`config.mk`:
```
export PLATFORM = sky130hd
export DESIGN_NAME = fha_ctrl
export DESIGN_NICKNAME = d
export VERILOG_FILES = /design/src/rtl/core/fha_pkg.sv /design/src/rtl/core/fha_ctrl.sv
export SDC_FILE = /design/constraint.sdc
export NUM_CORES = 1
export LEC_CHECK = 0
export ABC_AREA = 1
export BUFFER_PORTS_ARGS = -buffer_cell sky130_fd_sc_hd__buf_2
export CORE_MARGIN = 2
export CORE_UTILIZATION = 57
export DETAILED_ROUTE_END_ITERATION = 10
export GPL_TIMING_DRIVEN = 0
export PLACE_DENSITY = 0.8
export SLEW_MARGIN = 30
export SYNTH_ARGS = -nofsm -noshare
export SYNTH_HDL_FRONTEND = slang
export SYNTH_SLANG_ARGS = --single-unit
```
`constraint.sdc`:
```
create_clock -name clk_i -period 3.16 [get_ports clk_i]
set_input_delay 0.474 -clock clk_i [delete_from_list [all_inputs] [get_ports clk_i]]
set_output_delay 0.474 -clock clk_i [all_outputs]
set_load 0.005 [all_outputs]
```
`src/rtl/core/fha_pkg.sv`:
```
// Package for the first-fit heap allocator.
// Holds the heap constants, the datapath operation codes and the controller state type.
// No dependencies.
package fha_pkg;

  localparam int unsigned HEAP_BYTES   = 8192;
  localparam int unsigned MAX_FREE     = 64;
  localparam int unsigned ALIGN_BYTES  = 8;
  localparam int unsigned HEADER_BYTES = 32;
  localparam int unsigned PAYLOAD_SKIP = HEADER_BYTES - 8;
  localparam int unsigned HDR_DEPTH    = HEAP_BYTES / ALIGN_BYTES;

  localparam int unsigned OFF_W   = 13;  // byte offset in the heap
  localparam int unsigned SIZE_W  = 14;  // block or extent size
  localparam int unsigned REQ_W   = 14;  // requested size
  localparam int unsigned ASZ_W   = 15;  // aligned request size
  localparam int unsigned SUM_W   = 17;  // room for offset + header + request
  localparam int unsigned ALIGN_LG = $clog2(ALIGN_BYTES);
  localparam int unsigned HIDX_W  = $clog2(HDR_DEPTH);
  localparam int unsigned EIDX_W  = $clog2(MAX_FREE);
  localparam int unsigned CNT_W   = EIDX_W + 1;

  localparam logic [ASZ_W-1:0] ALIGN_MASK = ~ASZ_W'(ALIGN_BYTES - 1);

  // Result codes.
  localparam logic [1:0] ST_OK        = 2'd0;
  localparam logic [1:0] ST_NO_MEM    = 2'd1;
  localparam logic [1:0] ST_BAD_FREE  = 2'd2;
  localparam logic [1:0] ST_TBL_FULL  = 2'd3;

  typedef struct packed {
    logic [OFF_W-1:0]  off;
    logic [SIZE_W-1:0] size;
  } ext_t;

  typedef struct packed {
    logic [SIZE_W-1:0] size;
    logic              alloc;
  } hdr_t;

  typedef enum logic [4:0] {
    OP_NONE,
    OP_CLEAR,
    OP_LOAD,
    OP_SCAN_INIT,
    OP_SCAN,
    OP_A_SPLIT,
    OP_A_SPLIT_HDR,
    OP_A_TAKE,
    OP_DEL,
    OP_BUMP,
    OP_F_CHECK,
    OP_F_HDR,
    OP_FJ_BOTH,
    OP_HDR_CLR_CUR,
    OP_HDR_SET_PREV_DEL,
    OP_FJ_PREV,
    OP_HDR_SET_PREV,
    OP_FJ_NEXT,
    OP_HDR_SET_CUR,
    OP_FULL,
    OP_INS_INIT,
    OP_INS,
    OP_INS_WRITE,
    OP_OUT
  } op_e;

  typedef struct packed {
    op_e op;
  } cmd_t;

  typedef struct packed {
    logic clear_done;
    logic in_free;
    logic act_free;
    logic scan_hit;
    logic scan_end;
    logic split_fit;
    logic sweep_done;
    logic bad_addr;
    logic hdr_alloc;
    logic join_prev;
    logic join_next;
    logic table_full;
    logic out_free;
  } sts_t;

  typedef enum logic [4:0] {
    S_CLEAR,
    S_IDLE,
    S_A_INIT,
    S_SCAN,
    S_A_HIT,
    S_A_SPLIT_HDR,
    S_DEL,
    S_BUMP,
    S_F_CHECK,
    S_F_HDR,
    S_F_JOIN,
    S_B_CLR,
    S_B_SET,
    S_P_SET,
    S_N_SET,
    S_INS,
    S_INS_WR,
    S_DONE
  } state_e;

endpackage

```
`src/rtl/core/fha_ctrl.sv`:
```
// Controller state machine of the first-fit heap allocator.
// Depends on fha_pkg; drives at most one datapath operation per cycle.
module fha_ctrl (
  input  logic          clk_i,
  input  logic          rst_ni,
  input  logic          s_valid_i,
  input  fha_pkg::sts_t sts_i,
  output fha_pkg::cmd_t cmd_o,
  output logic          s_ready_o
);

  fha_pkg::state_e state_q, state_d;

  always_ff @(posedge clk_i or negedge rst_ni) begin
    if (!rst_ni) begin
      state_q <= fha_pkg::S_CLEAR;
    end else begin
      state_q <= state_d;
    end
  end

  always_comb begin
    state_d   = state_q;
    cmd_o.op  = fha_pkg::OP_NONE;
    s_ready_o = 1'b0;
    unique case (state_q)
      fha_pkg::S_CLEAR: begin
        cmd_o.op = fha_pkg::OP_CLEAR;
        if (sts_i.clear_done) state_d = fha_pkg::S_IDLE;
      end
      fha_pkg::S_IDLE: begin
        s_ready_o = 1'b1;
        if (s_valid_i) begin
          cmd_o.op = fha_pkg::OP_LOAD;
          state_d  = sts_i.in_free ? fha_pkg::S_F_CHECK : fha_pkg::S_A_INIT;
        end
      end
      fha_pkg::S_A_INIT: begin
        cmd_o.op = fha_pkg::OP_SCAN_INIT;
        state_d  = fha_pkg::S_SCAN;
      end
      fha_pkg::S_SCAN: begin
        cmd_o.op = fha_pkg::OP_SCAN;
        if (sts_i.scan_hit) begin
          state_d = sts_i.act_free ? fha_pkg::S_F_JOIN : fha_pkg::S_A_HIT;
        end else if (sts_i.scan_end) begin
          state_d = sts_i.act_free ? fha_pkg::S_F_JOIN : fha_pkg::S_BUMP;
        end
      end
      fha_pkg::S_A_HIT: begin
        if (sts_i.split_fit) begin
          cmd_o.op = fha_pkg::OP_A_SPLIT;
          state_d  = fha_pkg::S_A_SPLIT_HDR;
        end else begin
          cmd_o.op = fha_pkg::OP_A_TAKE;
          state_d  = fha_pkg::S_DEL;
        end
      end
      fha_pkg::S_A_SPLIT_HDR: begin
        cmd_o.op = fha_pkg::OP_A_SPLIT_HDR;
        state_d  = fha_pkg::S_DONE;
      end
      fha_pkg::S_DEL: begin
        cmd_o.op = fha_pkg::OP_DEL;
        if (sts_i.sweep_done) state_d = fha_pkg::S_DONE;
      end
      fha_pkg::S_BUMP: begin
        cmd_o.op = fha_pkg::OP_BUMP;
        state_d  = fha_pkg::S_DONE;
      end
      fha_pkg::S_F_CHECK: begin
        cmd_o.op = fha_pkg::OP_F_CHECK;
        state_d  = sts_i.bad_addr ? fha_pkg::S_DONE : fha_pkg::S_F_HDR;
      end
      fha_pkg::S_F_HDR: begin
        cmd_o.op = fha_pkg::OP_F_HDR;
        state_d  = sts_i.hdr_alloc ? fha_pkg::S_SCAN : fha_pkg::S_DONE;
      end
      fha_pkg::S_F_JOIN: begin
        if (sts_i.join_prev && sts_i.join_next) begin
          cmd_o.op = fha_pkg::OP_FJ_BOTH;
          state_d  = fha_pkg::S_B_CLR;
        end else if (sts_i.join_prev) begin
          cmd_o.op = fha_pkg::OP_FJ_PREV;
          state_d  = fha_pkg::S_P_SET;
        end else if (sts_i.join_next) begin
          cmd_o.op = fha_pkg::OP_FJ_NEXT;
          state_d  = fha_pkg::S_N_SET;
        end else if (sts_i.table_full) begin
          cmd_o.op = fha_pkg::OP_FULL;
          state_d  = fha_pkg::S_DONE;
        end else begin
          cmd_o.op = fha_pkg::OP_INS_INIT;
          state_d  = fha_pkg::S_INS;
        end
      end
      fha_pkg::S_B_CLR: begin
        cmd_o.op = fha_pkg::OP_HDR_CLR_CUR;
        state_d  = fha_pkg::S_B_SET;
      end
      fha_pkg::S_B_SET: begin
        cmd_o.op = fha_pkg::OP_HDR_SET_PREV_DEL;
        state_d  = fha_pkg::S_DEL;
      end
      fha_pkg::S_P_SET: begin
        cmd_o.op = fha_pkg::OP_HDR_SET_PREV;
        state_d  = fha_pkg::S_DONE;
      end
      fha_pkg::S_N_SET: begin
        cmd_o.op = fha_pkg::OP_HDR_SET_CUR;
        state_d  = fha_pkg::S_DONE;
      end
      fha_pkg::S_INS: begin
        cmd_o.op = fha_pkg::OP_INS;
        if (sts_i.sweep_done) state_d = fha_pkg::S_INS_WR;
      end
      fha_pkg::S_INS_WR: begin
        cmd_o.op = fha_pkg::OP_INS_WRITE;
        state_d  = fha_pkg::S_DONE;
      end
      fha_pkg::S_DONE: begin
        if (sts_i.out_free) begin
          cmd_o.op = fha_pkg::OP_OUT;
          state_d  = fha_pkg::S_IDLE;
        end
      end
      default: state_d = fha_pkg::S_IDLE;
    endcase
  end

endmodule

```
After elaboration in Yosys (flattened, before gate mapping) --
Index checks and enable logic that the tools add are counted.
Word-level totals: register bits 5, input bits 16, output and inout port bits 6, word-level logic and storage cells 55
Operators by class: equal/unequal tests 23, multiplexer cells 27, reduce and logical (&&, ||, !) cells 4
Operators by type and width (number):
- $pmux 5 s18 | 1
- $mux 5 | 16
- $pmux 5 s14 | 1
- $eq 5x4->1 const B | 8
- $eq 5x3->1 const B | 4
- $mux 4 | 3
- $eq 5x2->1 const B | 2
- $eq 5x5->1 const B | 2
- $ne 2x2->1 const B | 5
- $mux 2 | 3
- $mux 3 | 2
- $reduce_and 6->1 | 1
- $eq 5x1->1 const B | 1
- $logic_not 5->1 | 1
- $reduce_or 5->1 | 1
- $ne 3x3->1 const B | 1
- $logic_and 1x1->1 | 1
- $mux 1 | 1

Longest topological paths before layout --
Gate-level depths: netlist (run 1).
depth in word-level cells 5, mapped depth 12, gate-level depth less buffers 11

Worst setup path after synthesis (run 1) --
Ideal clock, no wire load.
path type reg2out, start reg state_q[4], end out cmd_o[1] (netlist name), data arrival time 1.178 ns, required time 2.686 ns, slack 1.508 ns, stages on the path, launching flop included 7, path buffers 1, cell sequence dfrtp_1 > inv_2 > buf_6 > nand2_2 > nor2_1 > a22oi_1 > nand4_1
RTL lines:
- start, declared | RTL line fha_ctrl.sv:12 | fha_pkg::state_e state_q, state_d;
- start signal, assigned | RTL line fha_ctrl.sv:16 | state_q <= fha_pkg::S_CLEAR;
- start signal, assigned | RTL line fha_ctrl.sv:18 | state_q <= state_d;
- end, declared | RTL line fha_ctrl.sv:8 | output fha_pkg::cmd_t cmd_o,

==> results of run 1 <==
[cell usage in the layout, fill, tap and decap left out, drive strengths merged]
master and count:
nand2 39, nor2 38, buf 24, inv 21
nand3 12, o21ai 10, nand4 8, dfrtp 5
nor3 4, clkbuf 4, a21oi 3, o211ai 3
or2 3, a211oi 1, a22oi 1, o22ai 1
o2111ai 1, and2 1, o21bai 1, o21a 1
[worst paths after layout]
path	startpoint	to	cells after the start
worst max-delay path	state_q[4]	cmd_o[1]	7
worst min-delay path	rst_ni	state_q[4]	1
worst max register to register	state_q[2]	state_q[4]	9
worst min register to register	state_q[0]	state_q[0]	3
max in group asynchronous	rst_ni	state_q[1]	1
min in group clk_i	sts_i[6]	state_q[2]	3
[metrics by stage]
step | setup WS [ps] | utilization, % | power (W)
2_1_floorplan | 1510 | - | 0.000707
3_3_place_gp | 1280 | 68.5 | 0.000892
3_5_place_dp | 1240 | 68.5 | 0.000902
4_1_cts | 986 | 70.3 | 0.000981
5_1_grt | 828 | 70.3 | 0.00109
6_report | 965 | 70.3 | 0.000987
[where the power goes]
| group | leakage (nW) | internal, W | switching, W |
|---|---|---|---|
| sequential | 0.0642 | 0.0000934 | 0.0000294 |
| clock | 0.0150 | 0.0000477 | 0.0000251 |
| combinational | 0.485 | 0.000294 | 0.000497 |
[cell type report]
class / count / area, µm²
multi-input combinational: 127 / 654
fill: 136 / 443
sequential: 5 / 125
timing repair buffer: 21 / 105
inverter: 21 / 81.3
buffer: 3 / 33.8
clock buffer: 4 / 26.3
tap: 16 / 20.0
[routing by layer]
metal	track usage, %	part of all wire, %
met3	4.58	9.3
met4	4.85	0.99
met5	0	0
met1	41.6	42
met2	45.6	48
[cells by family (layout without fill, tap and decap cells)]
| family | count (synthesis) | in the layout | share of synthesized area, % |
|---|---|---|---|
| flip-flops | 5 | 5 | 14.0 |
| AO/OA/AOI/OAI | 22 | 22 | 15.7 |
| AND/OR/NAND/NOR | 105 | 105 | 57.5 |
| buffers and inverters | 24 | 49 | 12.9 |
==> out/results.ini, run 1 <==
[sta]
hold_ws_ps=36.6
finalSetupViolCount=0
slew_headroom_pct=73.1
slew_violations=0
tightestPinTransition_ps=403
rsz0062_at_grt=false
finalHoldViolCount=0
fin_setup_tns_ps=0
finalWorstPathRequiredPeriod_ps=2200
post-route-period-util_pct=69.5
fin_skew_ps=4.05
clock.fmax_mhz=456

[cts]
cts_tree=built
numCtsBuffers=3
cts_htree_levels=1
clock_path_buffers=2
postCtsSetupBuffers=0
cts_resized=0
ctsRootBufferMaster=clkbuf_4
path_clk_slew_ps=40
clk_latency_ps=240
cts.sinks=5
postCtsHoldBufs=0

[layout]
largestRegisters=state_q x5
largest_register_ffs=5
areaGrowthSynthToFinish_pct=16.9
final_nets=198
top_register=state_q
num_antenna_cells=0
layout-drive-gt1-share_pct=28.2
fin_area_mm2=0.00105
fin_cells=197

[critical_path]
max_stage_delay_ps=430
crit_arrival_ps=1720
required_ps=2690
worstPathCellList=inv_2, buf_6, nand2_2, nor2_1, a22oi_1, nand4_1, buf_2
cp-start-kind=register
critPathMaxFanout=10
crit_family=simple AND/OR/NAND/NOR gates
path_class=register to output port
crit_slowest_cell=dfrtp_1
end_kind=output port
reg2reg_slack_ps=1500
path_buf_inv=3

[die]
io_pins=22
row_count=14
dieWidth_um=43.6
die_y_um=43.6
die-area_mm2=0.00190
core_mm2=0.00149
start_util_pct=60.1

[yosys]
synthesis.nets=172
syn_inst=156
synth_area_leader_cell=nand2_1
yosys-top-cells-area=nand2_1, dfrtp_1, nor2_1
synth.top_cells.by_count=nand2_1, nor2_1, inv_1
synth_area_per_cell_um2=5.73
yosysSeqAreaShare_pct=14.0
yosys_warnings=0
synth_top_area_share_pct=14.3
syn-cell-area_um2=895
synth-seq-cells=5
synthArstFlopShare_pct=100
yosysMostFrequentCell=nand2_1
synth_edf_count=0
ys_types=30
ys.flop_type=dfrtp_1

[grt]
track_usage_pct=28.7
antenna_found_initial=0
gr-total-overflow=0
grt_pass1_wl_mm=4.22
grt_pass1_vias=960
grt_max_degree=11

[routing]
viasPerCell=5.69
routed_wl_mm=2.52
drc_errors=0
ant_nets=0
drt_iter0_markers=77
wl_per_cell_um=12.8
num_vias=1120
drtPass1Iterations=5

[min_path]
min_path_type=primary input to asynchronous set/reset pin

[placement]
postPlaceCellArea_mm2=0.00102
io_buffers=21
dp_cells=193
gp_congestion=0.937
dpl.hpwl_mm=2.05

[pwr]
power.leakage_nw=0.564
peakVddDrop_mv=0.605
p_per_area_mw_per_mm2=943

[run]
maxCapViolCount=0

[status]
status=complete, no violations

(Power assumes the default switching activity.)
==> run 2: changes to the inputs <==
Settings changed: CORE_UTILIZATION 57 to 47, PLACE_DENSITY 0.8 to 0.7.
Clock period 3.16 ns to 1.95 ns, I/O delays scaled along.
==> run 2 against run 1 <==
Compared with the run above:
- via count rose by 0.98%
- utilization decreased by 7.3 points
- non-clock buffer count grew 3
- sequential share of layout area decreased by 0.58 points
- die area is 19% higher
- clock power increased by 70%
- global-route usage shrank 3.4 points
- critical path depth increased by 2
- highest routed layer unchanged
- clock-buffer cell count unchanged
- routed wire length grew 4.2%
- sequential power increased by 63%
==> out/results.ini, run 2 (synthesized netlist as in run 1, its figures left out) <==
[grt]
grt_max_degree=11
gr-total-overflow=0
grt_pass1_vias=980
grt_pass1_wl_mm=4.10
antenna_found_initial=0
track_usage_pct=25.3

[critical_path]
crit_slowest_cell=dfrtp_2
critPathMaxFanout=10
required_ps=1660
worst-path-stages=9
crit_family=simple AND/OR/NAND/NOR gates
worstPathCellList=inv_4, buf_8, nand2_1, nor2_2, nand2_2, o21ai_1, nor2_1, nand4_1, buf_2
max_stage_delay_ps=440
r2r-start=state_q[2]
r2r_end=state_q[3]
reg2reg_slack_ps=320
path_class=register to output port
path_buf_inv=3
crit_arrival_ps=1640
end_kind=output port
reg2reg_depth=9
cp-start-kind=register

[routing]
viasPerCell=5.41
drtPass1Iterations=4
dr_wl_met3_um=242
ant_nets=0
met2WireLength_mm=1.25
wl_met1_mm=1.11
drt_iter0_markers=51
drc_errors=0
top_layer_used=met4
wl_per_cell_um=12.6
routed_wl_mm=2.63
num_vias=1131

[layout]
seqCellArea_um2=126
multi_input_area_um2=674
layout-drive-gt1-share_pct=31.5
num_antenna_cells=0
largest_register_ffs=5
fin_cells=209
final_nets=201
areaGrowthSynthToFinish_pct=24.1
largestRegisters=state_q x5
top_register=state_q
final_cell_mix=nand2_1, nor2_1, buf_2
final_common_cell=nand2_1
fill_cells=200

[min_path]
worstHoldStart=sts_i[6]
min_path_type=primary input to register
min_to=state_q[2]
hold_depth=3

[sta]
slew_violations=0
tightestPinTransition_ps=268
clock.fmax_mhz=518
fin_skew_ps=0.137
finalWorstPathRequiredPeriod_ps=1930
setup_ws_ps=19.3
finalHoldViolCount=0
post-route-period-util_pct=99.0
finalSetupViolCount=0
slew_headroom_pct=82.1

[cts]
ctsRootBufferMaster=clkbuf_4
cts.sinks=5
path_clk_slew_ps=40
numCtsBuffers=3
cts_htree_levels=1
cts_tree=built
clock_path_buffers=2
clk_latency_ps=250

[die]
dieWidth_um=47.6
io_pins=22
core_mm2=0.00176
die_y_um=47.6
die-area_mm2=0.00227
start_util_pct=50.7
row_count=15

[placement]
gp_congestion=0.928
io_buffers=21
pre_cts_slack_ps=209
dp_cells=202
dpl.hpwl_mm=2.08

[pwr]
p_per_area_mw_per_mm2=1510
peakVddDrop_mv=0.885
power.leakage_nw=0.580

[status]
status=complete, no violations

[run]
maxCapViolCount=0

run 2: through the flow:
step / hold WS, ps / total power (W) / setup TNS [ps] / util, % / cell area, µm²
detailed placement: 110 / 0.00147 / 0 / 58.4 / 1030
global route: 346 / 0.00182 / -48.4 / 62.9 / 1110
CTS: 338 / 0.00161 / 0 / 60.9 / 1070
finish: 334 / 0.00167 / 0 / 62.9 / 1110
global placement: 107 / 0.00146 / 0 / 58.4 / 1030
floorplan: -3.09 / 0.00115 / 0 / - / 895
run 2: cell type report:
cell class / instances / share of cell area, %
Buffer: 3 / 3.38
Clock buffer: 4 / 2.37
Inverter: 21 / 7.55
Multi-Input combinational cell: 127 / 60.8
Sequential cell: 5 / 11.4
Tap cell: 25 / 2.82
Timing Repair Buffer: 24 / 11.7
run 2: worst max path at each step:
stage,start,slack (ps),endpoint
6_report,state_q[4],20,cmd_o[0]
5_1_grt,state_q[4],-40,cmd_o[0]
4_1_cts,state_q[4],10,cmd_o[0]
3_5_place_dp,state_q[4],210,cmd_o[1]
3_3_place_gp,state_q[4],190,cmd_o[1]
2_1_floorplan,state_q[4],480,cmd_o[1]
run 2: timing repair:
| item | 4_1_cts | 5_1_grt |
|---|---|---|
| gates cloned | 0 | 0 |
| endpoints found under the setup margin | 3 | 5 |
| setup buffers | 0 | 2 |
| pin swaps | 0 | 1 |
| hold buffers | 1 | 0 |
| resized for setup | 3 | 7 |
| hold endpoints to repair | 5 | 0 |
run 2: routing by layer:
| metal | GRT usage [%] | vias up |
|---|---|---|
| met5 | 0 | - |
| met4 | 4.32 | 0 |
| met3 | 6.04 | 4 |
| met2 | 42.2 | 51 |
| met1 | 33.9 | 512 |
| li1 | - | 564 |
run 2: worst min-delay path, stage by stage:
cell      delay [ps]
buf_2             70
o21bai_2         120
nand2_1           60
run 2: power by group:
group / internal (W) / switching (W)
Sequential: 0.000152 / 0.0000476
Combinational: 0.000505 / 0.000846
Clock: 0.0000776 / 0.0000461
==> run 3: changes to the inputs <==
Settings changed: CORE_UTILIZATION 47 to 53, PLACE_DENSITY 0.7 to 0.75.
Clock period 1.95 ns to 2 ns, I/O delays scaled along.
==> run 3 against run 2 <==
Compared with the run above:
- non-clock buffer count unchanged
- clock-buffer cell count is the same
- total power fell by 3.6%
- cell area decreased by 1.6%
- critical endpoint is now cmd_o[1]
- routed wire length fell by 3.2%
- combinational power shrank 4%
- clock power is essentially flat
- global-route usage rose by 3.4 points
- sequential share of layout area is 0.18 points higher
- hold slack better by 34 ps
==> out/results.ini, run 3 (synthesized netlist as in run 1, its figures left out) <==
[sta]
tightestPinTransition_ps=263
slew_headroom_pct=82.5
finalHoldViolCount=0
post-route-period-util_pct=96.0
slew_violations=0
clock.fmax_mhz=521
hold_ws_ps=368
finalSetupViolCount=0
rsz0062_at_grt=false
fin_setup_tns_ps=0
fin_skew_ps=11.7
finalWorstPathRequiredPeriod_ps=1920

[min_path]
min_path_type=primary input to register
worstHoldStart=sts_i[6]

[routing]
drc_errors=0
ant_nets=0
num_vias=1130
drtPass1Iterations=5
wl_per_cell_um=12.7
drt_iter0_markers=71
viasPerCell=5.65
routed_wl_mm=2.54

[critical_path]
critPathMaxFanout=10
crit_arrival_ps=1620
cp-start-kind=register
critPathLaunch=state_q[4]
path_class=register to output port
r2r-start=state_q[2]
end_kind=output port
required_ps=1700

[layout]
areaGrowthSynthToFinish_pct=22.1
final_nets=201
final_common_cell=nand2_1
fin_cells=200
fill_cells=147
final_cell_mix=nand2_1, nor2_1, buf_2
num_antenna_cells=0
top_register=state_q
largestRegisters=state_q x5
layout-drive-gt1-share_pct=31.0
largest_register_ffs=5

[pwr]
p_per_area_mw_per_mm2=1480
power.leakage_nw=0.579
peakVddDrop_mv=1.08

[die]
io_pins=22
die-area_mm2=0.00203
start_util_pct=58.0
die_y_um=45.1
core_mm2=0.00154
dieWidth_um=45.1
row_count=14

[cts]
numCtsBuffers=3
path_clk_slew_ps=40
ctsRootBufferMaster=clkbuf_4
clk_latency_ps=250
cts_tree=built
clock_path_buffers=2
cts_htree_levels=1
cts.sinks=5

[status]
status=complete, no violations

[grt]
antenna_found_initial=0
track_usage_pct=28.8
gr-total-overflow=0
grt_pass1_wl_mm=4.33
grt_pass1_vias=953
grt_max_degree=11

[placement]
io_buffers=21
dpl.hpwl_mm=2.06
dp_cells=193
gp_congestion=0.952

[run]
maxCapViolCount=0

==> run 3: cell count changes in the layout (fill, tap and decap cells not counted) <==
cell,previous run,this run
buf_6,2,3
buf_8,1,0
nand2_1,33,34
nand2_2,5,4
o21ai_0,5,6
o21ai_1,4,3
==> run 3: report_power, final <==
| group | internal, W | switching (W) | total [W] | leakage, nW |
|---|---|---|---|---|
| combinational | 0.000484 | 0.000812 | 0.00130 | 0.501 |
| sequential | 0.000148 | 0.0000492 | 0.000198 | 0.0627 |
| clock | 0.0000756 | 0.0000449 | 0.000121 | 0.0150 |
==> run 3: worst paths after layout <==
kind                                    to  slack [ps]  cells past startpoint
min in group asynchronous       state_q[0]         390                      2
max in group asynchronous       state_q[4]        1450                      2
worst max register to register  state_q[4]         390                      9
worst min-delay path            state_q[2]         370                      3
worst max-delay path              cmd_o[1]          80                      9
worst min register to register  state_q[0]         620                      3
==> run 3: what timing repair did <==
item                       4_1_cts  5_1_grt
hold endpoints to repair         5        0
setup endpoints to repair        1        4
buffers inserted                 0        2
gates resized for setup          1        6
pin swaps                        0        0
hold buffers                     1        0
==> run 3: final cells by class <==
type	instances	area (µm²)	share of cell area, %
Inverter	21	83.8	7.67
Clock buffer	4	26.3	2.41
Buffer	3	33.8	3.09
Timing Repair Buffer	24	130	11.9
Sequential cell	5	126	11.6
Multi-Input combinational cell	127	672	61.5
Tap cell	16	20.0	1.83
==> run 3: per-stage QoR <==
step	setup WS, ps	cell area (µm²)	util [%]	power [W]
2_1_floorplan	522	895	-	0.00112
3_3_place_gp	276	1020	66.2	0.00142
3_5_place_dp	237	1020	66.2	0.00143
4_1_cts	29.7	1060	68.6	0.00155
5_1_grt	7.31	1090	70.9	0.00178
6_report	80.3	1090	70.9	0.00161
==> run 3: metal layers <==
layer	part of all wire, %	wire [µm]	GRT usage (%)
met1	43	1080	42.5
met2	48	1230	46.9
met3	9.1	230	3.60
met4	0	0	1.76
met5	0	0	0
==> run 3: critical path: stages, from the launching register on <==
cell,delay [ps]
dfrtp_2,410
inv_4,60
buf_6,140
nand2_1,100
nor2_2,60
nand2_1,120
inv_1,50
nor3_1,190
nand4_1,100
buf_2,140
